<file path="src/sv/cfw_pkg.sv">
package cfw_pkg;

    // Default table size
    localparam int CFW_TABLE_DEPTH = 128;

    // Frame layout
    localparam logic [3:0] FRAME_LEN = 4'd12;
    localparam logic [3:0] LAST_POS  = 4'd11;
    localparam logic [3:0] ID_FIRST  = 4'd7;
    localparam logic [3:0] STAT_POS  = 4'd4;
    localparam logic [3:0] HDR_LEN   = 4'd4;

    // Result codes
    localparam logic [2:0] ST_BAD_SUM  = 3'd0;
    localparam logic [2:0] ST_NO_CARD  = 3'd1;
    localparam logic [2:0] ST_BAD_HDR  = 3'd2;
    localparam logic [2:0] ST_ENROLLED = 3'd3;
    localparam logic [2:0] ST_KNOWN    = 3'd4;
    localparam logic [2:0] ST_FULL     = 3'd5;

    // Controller to datapath commands
    typedef struct packed {
        logic byte_accept;
        logic scan_start;
        logic scan_run;
        logic finish_load;
    } cfw_cmd_t;

    // Datapath to controller status
    typedef struct packed {
        logic frame_final;
        logic frame_good;
        logic scan_done;
        logic out_free;
    } cfw_status_t;

    // Expected header byte for positions 0 to 3
    function automatic logic [7:0] hdr_byte(input logic [1:0] pos);
        logic [7:0] b;
        case (pos)
            2'd0:    b = 8'h04;
            2'd1:    b = 8'h0C;
            2'd2:    b = 8'h02;
            default: b = 8'h20;
        endcase
        return b;
    endfunction

endpackage

</file>
<file path="src/sv/cfw_ctrl.sv">
module cfw_ctrl
    import cfw_pkg::*;
(
    input  logic        clk,
    input  logic        rst_n,
    input  logic        in_valid,
    output logic        in_ready,
    input  cfw_status_t status,
    output cfw_cmd_t    cmd
);

    typedef enum logic [2:0] {
        S_IDLE   = 3'b001,
        S_SCAN   = 3'b010,
        S_FINISH = 3'b100
    } state_t;

    state_t state_reg, state_next;

    // State register
    always_ff @(posedge clk or negedge rst_n)
    begin
        if (!rst_n)
        begin
            state_reg <= S_IDLE;
        end
        else
        begin
            state_reg <= state_next;
        end
    end

    // Next state and commands
    always_comb
    begin
        state_next = state_reg;
        cmd        = '0;
        in_ready   = 1'b0;
        unique case (state_reg)
            S_IDLE:
            begin
                in_ready        = 1'b1;
                cmd.byte_accept = in_valid;
                if (in_valid && status.frame_final)
                begin
                    if (status.frame_good)
                    begin
                        cmd.scan_start = 1'b1;
                        state_next     = S_SCAN;
                    end
                    else
                    begin
                        state_next = S_FINISH;
                    end
                end
            end
            S_SCAN:
            begin
                cmd.scan_run = 1'b1;
                if (status.scan_done)
                begin
                    state_next = S_FINISH;
                end
            end
            S_FINISH:
            begin
                if (status.out_free)
                begin
                    cmd.finish_load = 1'b1;
                    state_next      = S_IDLE;
                end
            end
            default:
            begin
                state_next = S_IDLE;
            end
        endcase
    end

endmodule

</file>
<file path="src/sv/cfw_datapath.sv">
module cfw_datapath
    import cfw_pkg::*;
#(
    parameter int TABLE_DEPTH = CFW_TABLE_DEPTH
)
(
    input  logic        clk,
    input  logic        rst_n,
    input  logic        cfg_valid,
    input  logic [7:0]  cfg_data,
    input  logic [7:0]  rx_byte,
    input  logic        frame_start,
    output logic        out_valid,
    input  logic        out_ready,
    output logic [2:0]  frame_status,
    output logic [31:0] card_id,
    output logic [7:0]  stored_count,
    input  cfw_cmd_t    cmd,
    output cfw_status_t status
);

    localparam int AW = (TABLE_DEPTH > 1) ? $clog2(TABLE_DEPTH) : 1;
    localparam int CW = $clog2(TABLE_DEPTH + 1);

    logic [7:0]    cfg_reg;
    logic [3:0]    pos_reg, pos_next;
    logic [7:0]    xor_reg, xor_next;
    logic          ok_reg, ok_next;
    logic          hdr_bad_reg, hdr_bad_next;
    logic [31:0]   id_reg, id_next;
    logic [2:0]    pre_status_reg, pre_status_next;
    logic          good_reg, good_next;
    logic [CW-1:0] count_reg, count_next;
    logic [CW-1:0] scan_idx_reg, scan_idx_next;
    logic          cmp_pend_reg, cmp_pend_next;
    logic          found_reg, found_next;
    logic [31:0]   rd_data_reg;
    logic          out_valid_reg, out_valid_next;
    logic [2:0]    status_reg, status_next;
    logic [31:0]   card_id_reg, card_id_next;
    logic [7:0]    stored_reg, stored_next;

    logic [31:0]   card_mem [TABLE_DEPTH];

    logic [3:0]    pos_eff;
    logic          frame_active;
    logic          mem_re;
    logic          mem_we;
    logic          hit_now;
    logic          enroll_ok;

    // Byte position seen by the incoming byte
    assign pos_eff      = frame_start ? 4'd0 : pos_reg;
    assign frame_active = (cfg_reg != 8'd0) && (pos_eff < FRAME_LEN);

    // Scan compare, one entry per cycle behind the registered read
    assign hit_now   = cmp_pend_reg && (rd_data_reg == id_reg);
    assign mem_re    = cmd.scan_run && (scan_idx_reg < count_reg) && !hit_now;
    assign enroll_ok = (32'(count_reg) < 32'(cfg_reg)) &&
                       (32'(count_reg) < 32'(TABLE_DEPTH));
    assign mem_we    = cmd.finish_load && good_reg && !found_reg && enroll_ok;

    assign status.frame_final = frame_active && (pos_eff == LAST_POS);
    assign status.frame_good  = ((~xor_reg) == rx_byte) && ok_reg;
    assign status.scan_done   = hit_now || ((scan_idx_reg >= count_reg) && !cmp_pend_reg);
    assign status.out_free    = !out_valid_reg || out_ready;

    // Frame parsing, scan bookkeeping and result assembly
    always_comb
    begin
        pos_next        = pos_reg;
        xor_next        = xor_reg;
        ok_next         = ok_reg;
        hdr_bad_next    = hdr_bad_reg;
        id_next         = id_reg;
        pre_status_next = pre_status_reg;
        good_next       = good_reg;
        count_next      = count_reg;
        scan_idx_next   = scan_idx_reg;
        cmp_pend_next   = cmp_pend_reg;
        found_next      = found_reg;
        out_valid_next  = out_valid_reg;
        status_next     = status_reg;
        card_id_next    = card_id_reg;
        stored_next     = stored_reg;

        if (cmd.byte_accept && frame_active)
        begin
            // start flag restarts the frame
            if (frame_start)
            begin
                xor_next     = 8'd0;
                ok_next      = 1'b1;
                hdr_bad_next = 1'b0;
                id_next      = 32'd0;
            end
            pos_next = pos_eff + 4'd1;
            if (pos_eff < LAST_POS)
            begin
                xor_next = xor_next ^ rx_byte;
                if ((pos_eff < HDR_LEN) && (rx_byte != hdr_byte(pos_eff[1:0])))
                begin
                    ok_next      = 1'b0;
                    hdr_bad_next = 1'b1;
                end
                if ((pos_eff == STAT_POS) && (rx_byte != 8'd0))
                begin
                    ok_next = 1'b0;
                end
                if (pos_eff >= ID_FIRST)
                begin
                    id_next = {id_next[23:0], rx_byte};
                end
            end
            else
            begin
                // last byte: checksum, then header, then status
                good_next = 1'b0;
                if ((~xor_reg) != rx_byte)
                begin
                    pre_status_next = ST_BAD_SUM;
                end
                else if (!ok_reg && !hdr_bad_reg)
                begin
                    pre_status_next = ST_NO_CARD;
                end
                else if (!ok_reg)
                begin
                    pre_status_next = ST_BAD_HDR;
                end
                else
                begin
                    good_next = 1'b1;
                end
            end
        end

        if (cmd.scan_start)
        begin
            scan_idx_next = '0;
            cmp_pend_next = 1'b0;
            found_next    = 1'b0;
        end

        if (cmd.scan_run)
        begin
            cmp_pend_next = mem_re;
            if (mem_re)
            begin
                scan_idx_next = scan_idx_reg + CW'(1);
            end
            if (status.scan_done)
            begin
                found_next = hit_now;
            end
        end

        // Output register
        if (out_valid_reg && out_ready)
        begin
            out_valid_next = 1'b0;
        end
        if (cmd.finish_load)
        begin
            out_valid_next = 1'b1;
            card_id_next   = 32'd0;
            status_next    = pre_status_reg;
            if (good_reg)
            begin
                card_id_next = id_reg;
                if (found_reg)
                begin
                    status_next = ST_KNOWN;
                end
                else if (enroll_ok)
                begin
                    status_next = ST_ENROLLED;
                    count_next  = count_reg + CW'(1);
                end
                else
                begin
                    status_next = ST_FULL;
                end
            end
            stored_next = 8'(count_next);
        end
    end

    // Control and frame state
    always_ff @(posedge clk or negedge rst_n)
    begin
        if (!rst_n)
        begin
            cfg_reg        <= 8'd0;
            pos_reg        <= 4'd0;
            xor_reg        <= 8'd0;
            ok_reg         <= 1'b1;
            hdr_bad_reg    <= 1'b0;
            id_reg         <= 32'd0;
            good_reg       <= 1'b0;
            count_reg      <= '0;
            scan_idx_reg   <= '0;
            cmp_pend_reg   <= 1'b0;
            found_reg      <= 1'b0;
            out_valid_reg  <= 1'b0;
        end
        else
        begin
            if (cfg_valid)
            begin
                cfg_reg <= cfg_data;
            end
            pos_reg       <= pos_next;
            xor_reg       <= xor_next;
            ok_reg        <= ok_next;
            hdr_bad_reg   <= hdr_bad_next;
            id_reg        <= id_next;
            good_reg      <= good_next;
            count_reg     <= count_next;
            scan_idx_reg  <= scan_idx_next;
            cmp_pend_reg  <= cmp_pend_next;
            found_reg     <= found_next;
            out_valid_reg <= out_valid_next;
        end
    end

    // Payload registers
    always_ff @(posedge clk)
    begin
        pre_status_reg <= pre_status_next;
        status_reg     <= status_next;
        card_id_reg    <= card_id_next;
        stored_reg     <= stored_next;
    end

    // Card table: one write port, one registered read port
    always_ff @(posedge clk)
    begin
        if (mem_we)
        begin
            card_mem[count_reg[AW-1:0]] <= id_reg;
        end
        if (mem_re)
        begin
            rd_data_reg <= card_mem[scan_idx_reg[AW-1:0]];
        end
    end

    assign out_valid    = out_valid_reg;
    assign frame_status = status_reg;
    assign card_id      = card_id_reg;
    assign stored_count = stored_reg;

endmodule

</file>
<file path="src/sv/card_frame_check_and_whitelist_top.sv">
// Card frame checker with a card ID whitelist.
// Input channel (in_valid/in_ready, rx_byte, frame_start) takes one reader
// byte per transaction; frame_start marks byte 0 of a 12-byte frame.
// Output channel (out_valid/out_ready) carries frame_status, card_id and
// stored_count, one transaction per completed frame (byte 11).
// Config channel (cfg_valid/cfg_ready, cfg_data) sets cards_to_enroll;
// write it only while the block is idle. Zero makes the block ignore bytes.
// Bytes 0 to 10 are taken while in_ready is high. Byte 11 of a bad frame
// leads straight to the result load; byte 11 of a good frame starts a scan
// over the stored cards through the single read port of the card memory,
// one entry per cycle, ending early on a hit. in_ready is low during the
// scan and result load.
// Reset clears the frame state, empties the table (fill count to zero) and
// sets cards_to_enroll to zero; no clearing pass is needed.
// A stalled receiver holds the result in the output register; further
// bytes are still taken, and the next frame result waits until the output
// register is free.
module card_frame_check_and_whitelist_top
    import cfw_pkg::*;
#(
    parameter int TABLE_DEPTH = CFW_TABLE_DEPTH
)
(
    input  logic        clk,
    input  logic        rst_n,
    input  logic        cfg_valid,
    output logic        cfg_ready,
    input  logic [7:0]  cfg_data,
    input  logic        in_valid,
    output logic        in_ready,
    input  logic [7:0]  rx_byte,
    input  logic        frame_start,
    output logic        out_valid,
    input  logic        out_ready,
    output logic [2:0]  frame_status,
    output logic [31:0] card_id,
    output logic [7:0]  stored_count
);

    cfw_cmd_t    cmd;
    cfw_status_t status;

    assign cfg_ready = 1'b1;

    cfw_ctrl u_ctrl (
        .clk      (clk),
        .rst_n    (rst_n),
        .in_valid (in_valid),
        .in_ready (in_ready),
        .status   (status),
        .cmd      (cmd)
    );

    cfw_datapath #(
        .TABLE_DEPTH (TABLE_DEPTH)
    ) u_datapath (
        .clk          (clk),
        .rst_n        (rst_n),
        .cfg_valid    (cfg_valid),
        .cfg_data     (cfg_data),
        .rx_byte      (rx_byte),
        .frame_start  (frame_start),
        .out_valid    (out_valid),
        .out_ready    (out_ready),
        .frame_status (frame_status),
        .card_id      (card_id),
        .stored_count (stored_count),
        .cmd          (cmd),
        .status       (status)
    );

endmodule

</file>
<file path="config.mk">
export PLATFORM = sky130hd
export DESIGN_NAME = card_frame_check_and_whitelist_top
export DESIGN_NICKNAME = d
export VERILOG_FILES = /design/src/sv/cfw_pkg.sv /design/src/sv/cfw_ctrl.sv /design/src/sv/cfw_datapath.sv /design/src/sv/card_frame_check_and_whitelist_top.sv
export SDC_FILE = /design/constraint.sdc
export NUM_CORES = 2
export LEC_CHECK = 0
export BUFFER_PORTS_ARGS = -buffer_cell sky130_fd_sc_hd__buf_2
export CORE_ASPECT_RATIO = 1.25
export CORE_UTILIZATION = 55
export CTS_CLUSTER_DIAMETER = 40
export DETAILED_ROUTE_END_ITERATION = 12
export PLACE_DENSITY = 0.77
export SYNTH_ARGS = -nofsm -noshare
export SYNTH_HDL_FRONTEND = slang
export SYNTH_SLANG_ARGS = --single-unit
</file>
<file path="constraint.sdc">
create_clock -name clk -period 6.1 [get_ports clk]
set_input_delay 1.525 -clock clk [delete_from_list [all_inputs] [get_ports clk]]
set_output_delay 1.525 -clock clk [all_outputs]
set_load 0.1 [all_outputs]
</file>
# After elaboration in Yosys (flattened, before gate mapping)
# Memory sizes are Yosys's and may differ from the RTL's. A register that Yosys moved wholly into a read port is not among the register bits.
# Index checks and enable logic that the tools add are counted.
# classes
n_lt_le_gt_ge	8
div_mod_pow	0
eq_ne	15
muxes	52
shifts	0
n_bitwise	3
n_reduce_logical	34
add_sub_neg	3
mul	0
# op_table
op	count
32-bit 2-to-1 mux	3
8-bit 2-to-1 mux	11
32-bit == test	1
1-bit 2-to-1 mux	26
3-bit 2-to-1 mux	6
6-bit case mux with 3 select lines	1
1-bit logical AND	17
8-bit by 1-bit adder with 8-bit output (second input constant)	2
8-bit less-than comparator	2
8-bit != test	2
8-bit nonzero test	2
3-bit case mux with 3 select lines	1
8-bit == test	1
8-bit >= comparator	1
4-bit less-than comparator (second input constant)	2
8-bit less-than comparator (second input constant)	1
8-bit inverter	1
8-bit bitwise XOR	1
1-bit zero test	6
2-bit 2-to-1 mux	3
3-bit AND reduction	2
4-bit by 1-bit adder with 4-bit output (second input constant)	1
4-bit by 3-bit == test with 1-bit output (second input constant)	1
4-bit == test (second input constant)	1
other kinds (17)	20
# totals
regBits	122
latch_bits	0
output_inout_bits	46
ramBits	4096
rom_bits	0
n_memories	1
# mem_list
name	depth	width	rd	rd_clocked_by_memory_dff	write_ports	line	source
u_datapath.card_mem	128	32	1	1	1	cfw_datapath.sv:43	logic [31:0] card_mem [TABLE_DEPTH];

# Depth between registers and ports, before layout
# logic_depth
ltp_word	14
depth_mapped	14
depth_no_buf	9

# Modules after synthesis
# Synthesis repeated with hierarchy kept, for this count alone.
# unflattened
cells_unflattened	7492
area_unflattened_um2	164716.7
# modules_own_cells
module	area_per_inst_um2	cells_per_inst	instances	seq_area_each_um2
cfw_datapath	164520.3	7473	1	127163.2
cfw_ctrl	185.2	17	1	76.3
card_frame_check_and_whitelist_top	11.3	2	1	0.0

# Worst setup path after synthesis
# OpenSTA, ideal clock, no wires.
# synth_timing
path_type	in2reg
start	input port out_ready
end	memory u_datapath.card_mem[100][0], enable pin
path_slack_ns	-0.238
setup_ns	0.461
stages	7
path_buffers	3
arrival_time_ns	5.877
path_cell_list	nand2b_1 and3_1 o2111ai_1 buf_2 buf_2 buf_2 nor3_1
# synth_between
elab_chain_len	8
# synth_rtl
element	line	source
start: declaration	card_frame_check_and_whitelist_top.sv:34	input logic out_ready,
1-bit logical OR	cfw_datapath.sv:66	assign status.out_free = !out_valid_reg || out_ready;
1-bit 2-to-1 mux	cfw_ctrl.sv:67	if (status.out_free)
1-bit 2-to-1 mux	cfw_ctrl.sv:39	unique case (state_reg)
1-bit logical AND (3 in series)	cfw_datapath.sv:61	assign mem_we = cmd.finish_load && good_reg && !found_reg && enroll_ok;
1-bit 2-to-1 mux	cfw_datapath.sv:239	if (mem_we)
1-bit 2-to-1 mux (implied by the code)	cfw_datapath.sv:241	card_mem[count_reg[AW-1:0]] <= id_reg;
end: declaration	cfw_datapath.sv:43	
# No other way between the ends.

# Worst setup path after layout
# layout_timing
start	register u_datapath.scan_idx_reg[1]
end	register u_datapath.rd_data_reg[27] (read register of u_datapath.card_mem) (data pin)
# layout_between
elab_chain_len	3
# layout_rtl
element	line	source
start: declaration	cfw_datapath.sv:34	logic [CW-1:0] scan_idx_reg, scan_idx_next;
start signal: assignment	cfw_datapath.sv:220	scan_idx_reg <= scan_idx_next;
8-bit less-than comparator	cfw_datapath.sv:58	assign mem_re = cmd.scan_run && (scan_idx_reg < count_reg) && !hit_now;
1-bit logical AND (2 in series)	cfw_datapath.sv:58	
end: declaration	cfw_datapath.sv:37	logic [31:0] rd_data_reg;
# Several ways; a longest one is shown, not always the timed one.
# A chain may end at the register's enable or synchronous reset.

==> summary.md <==
| Metric | Value |
|---|---|
| Mapped Area | 162,000 µm² |
| Internal | 48.5 mW |
| Setup Total Neg Slack | 0 ns |
| YS warnings | 0 |
| PwrDens | 345 nW/µm² |
| Mux cell area share after synthesis | 0.151 |
| CTS resizes | 0 |
| Site Rows | 222 |
| Top FF cell, synth | edfxtp_1 |
| Post-synthesis compound-gate area fraction | 0.0295 |
| Flop pwr share | 0.546 |
| Placer Congestion | 0.899 |
| Combinational share of power | 0.043 |
| Depth of the CTS H-tree | 5 |
| Vias in the first global route | 83,001 |
| Detailed Place HPWL | 239,000 µm |
| Synth Instances | 7,242 |
| Critical path class | flip-flop to flip-flop |
| Adder-Cell Fraction of Synth Area | 0.00170 |
| Hold_buf cts | 0 |
| Vias | 82,784 |
| Routed Antenna Nets | 0 |
| Die ar. | 297,000 µm² |
| Worst EP arrival | 5.70 ns |
| Status | finished, violations left |
| Post-synthesis sequential area ratio | 0.785 |
| Clock root cell | clkbuf_16 |
| Clk buf depth | 4 |
| Final wirelength | 441,000 µm |
| Final hold vios | 0 |
| Slew @ Worst Pin | 1.63 ns |
| Reg clk slew, reported paths | 0.07 ns |
| Critical path origin | u_datapath.scan_idx_reg[1]$_DFF_PN0_ |
| DRC viols | 0 |
| Switching power | 14.5 mW |
| Pleak | 57.2 nW |
| Main combinational cell family by area after synthesis | multiplexers |
| Total power draw | 63.0 mW |
| Required @ worst endpoint | 6.89 ns |
| Clock Skew | 0.0468 ns |
| Max cap viols | 2 |
| Nets | 7,629 |
| Flops & latches, synth | 4,250 |
| Crit share post-route | 0.804 |
| Worst min path class | flip-flop to flip-flop |
| Area growth syn-to-layout | 12.5% |
| Largest register FFs | 4,096 |
| Die X | 488 µm |
| Post-synth top area share | 0.773 |
| Routed WL per cell | 37.2 µm |
| Syn Area/Cell | 22.4 µm² |
| Crit. End Element | flip-flop |
| Biggest area consumer among synthesized cells | edfxtp_1 |
| Crit path max fanout | 99 |
| Die H | 609 µm |
| Core Footprint | 293,000 µm² |
| CP delay by family, top | compound AO/OA/AOI/OAI gates |
| Synthesized Nets | 7,286 |
| Hold WS | 0.514 ns |
| Number of vias per cell | 6.98 |
| GRT overflow | 0 |
| Setup Buffers After CTS | 0 |
| Starting Density | 0.554 |
| Port buffer count | 66 |
| Sw Share | 0.230 |
| Main area contributors after synthesis | edfxtp_1, mux4_2, o22ai_1, dfrtp_1, mux2i_1 |
| Fin area | 182,000 µm² |
| Gr usage total | 0.296 |
| Crit-path max cell delay | 1.32 ns |
| Worst vdd ir | 0.362 mV |
| DRT Pass-1 Iters | 6 |
| Clock network fraction of total power | 0.411 |
| CTS tree | yes |
| Synth Area in Simple Gates | 0.0162 |
| Largest net degree at the start of global routing | 114 |
| Final setup vio count | 0 |
| CP bufs+invs | 1 |
| Placed Area | 169,000 µm² |
| RSZ-0062 raised after global routing | false |
| Final Max Tran Viols | 8 |
| Layout cell share with drive strength beyond 1 | 0.280 |
| EDFF count, synth | 4,173 |
| Slew headroom | -0.0962 |
| Crit path cell chain | buf_12 -> mux4_2 -> o22ai_1 -> o21ai_0 -> nor4bb_1 -> a21oi_1 -> nand3_1 |
| I/O pin count | 68 |
| Hold Startpoint | u_datapath.ok_reg$_DFFE_PN1P_ |
| Fmax | 204 MHz |
| Violated checks | max-capacitance violations, max-slew violations |
| Clock Sinks | 4,250 |
| Initial DRC Count | 12,825 |
| R2R Path Start | u_datapath.scan_idx_reg[1]$_DFF_PN0_ |
| FFs w/ async S/R, synth | 0.0181 |
| First-pass GRT wire length | 615,000 µm |
| Slowest-stage cell, CP | dfrtp_4 |
| Startpoint types | flip-flop |
| Distinct cells, synth | 54 |
| Later-pin clock latency in the skew report | 0.95 ns |
| Inserted Clock Buffers | 409 |
| XOR/XNOR Fraction of Synth Area | 0.00303 |
| Tmin final | 4.91 ns |
| Initial antenna violation count | 23 |
-- cell families (layout without fill, tap and decap cells) --
group                      Yosys count  after routing
and+or+nand+nor                    522            522
buffers and inverters              455           1139
xor gates and xnor gates            56             56
AOI/OAI and AO/OA                  774            774
muxes                             1162           1162
DFF                               4250           4250
other                                1             16
adders and majority gates           22             22
-- placed cells by master, fill, tap and decap left out, drive strengths merged, types with 3 or more instances in the layout --
cell / count
nor4bb: 31
dfrtp: 75
or3: 9
nor4: 10
clkinvlp: 35
nor2: 49
a22oi: 38
nand2: 173
or2: 8
clkbuf: 484
inv: 80
o21ai: 178
mux2: 3
diode: 15
o22ai: 390
xnor2: 44
bufinv: 43
xor2: 12
nand2b: 14
o31ai: 4
o211ai: 4
a21o: 6
nor3: 117
a21oi: 45
and2: 32
clkinv: 136
edfxtp: 4173
mux2i: 135
nor2b: 3
a211oi: 96
nand3: 56
mux4: 1024
nand4: 15
ha: 22
buf: 361
-- worst paths after layout --
kind,to,slack [ns],cells past startpoint
max reg2reg,u_datapath.rd_data_reg[27]$_DFFE_PN_,1.19,7
min,u_datapath.ok_reg$_DFFE_PN1P_,0.51,2
max in group asynchronous,u_datapath.id_reg[9]$_DFFE_PN0P_,4.55,1
min in group asynchronous,u_datapath.cfg_reg[1]$_DFFE_PN0P_,0.74,1
max,u_datapath.rd_data_reg[27]$_DFFE_PN_,1.19,7
min reg2reg,u_datapath.ok_reg$_DFFE_PN1P_,0.51,2
-- synthesized netlist by cell type (all sizes together) (6+ instances only) --
master and number:
dfrtp 75, clkbuf 181, mux2i 135, a211oi 96, edfxtp 4173, nor2 49, or2 8, a21oi 45
and2 32, o22ai 390, nand4 15, or3 9, mux4 1024, nand2 173, o21ai 178, nand2b 14
nor3 117, xnor2 44, xor2 12, nor4 10, nand3 56, buf 248, nor4bb 31, a22oi 38
ha 22, a21o 6, inv 26
-- worst register-to-register path: cells and delay by family (launching register included) --
family / cells / cell delay (ns)
buffers and inverters: 1 / 0.61
AND/OR/NAND/NOR: 2 / 0.97
flip-flops: 1 / 1.32
AO/OA/AOI/OAI: 3 / 1.36
multiplexers: 1 / 0.51
-- final cells by class --
| type | count | area (µm²) |
|---|---|---|
| flip-flops and latches | 4250 | 127000 |
| repair buffers | 361 | 2890 |
| multi-input cells | 2537 | 33400 |
| well taps | 3920 | 4900 |
| fillers | 18451 | 110000 |
| inverters | 26 | 97.6 |
| clock inverters | 268 | 2960 |
| diodes | 15 | 37.5 |
| clock buffers | 484 | 10600 |
-- metrics by stage --
stage	utilization	setup WS [ns]	cells
floorplan	-	-0.238	7242
global placement	0.576	1.55	11094
detailed placement	0.576	1.43	11094
CTS	0.623	1.44	11846
global route	0.623	1.45	11855
finish	0.623	1.19	11861
-- metal layers --
metal | part of all wire | vias up | global-route usage
li1 | - | 31556 | -
met1 | 0.32 | 43014 | 0.369
met2 | 0.47 | 6916 | 0.458
met3 | 0.12 | 1284 | 0.0717
met4 | 0.083 | 14 | 0.207
met5 | 0.00019 | - | 0
-- power groups by stage --
| stage | Combinational, mW | Sequential (mW) | Clock, mW |
|---|---|---|---|
| 6_report | 2.70 | 34.4 | 25.9 |
| 5_1_grt | 2.74 | 34.4 | 26.9 |
| 4_1_cts | 2.60 | 34.4 | 25.9 |
| 3_5_place_dp | 2.59 | 35.0 | 0 |
| 3_3_place_gp | 2.46 | 34.9 | 0 |
| 2_1_floorplan | 0.356 | 35.6 | 0 |
Power figures use the tool's default switching activity.
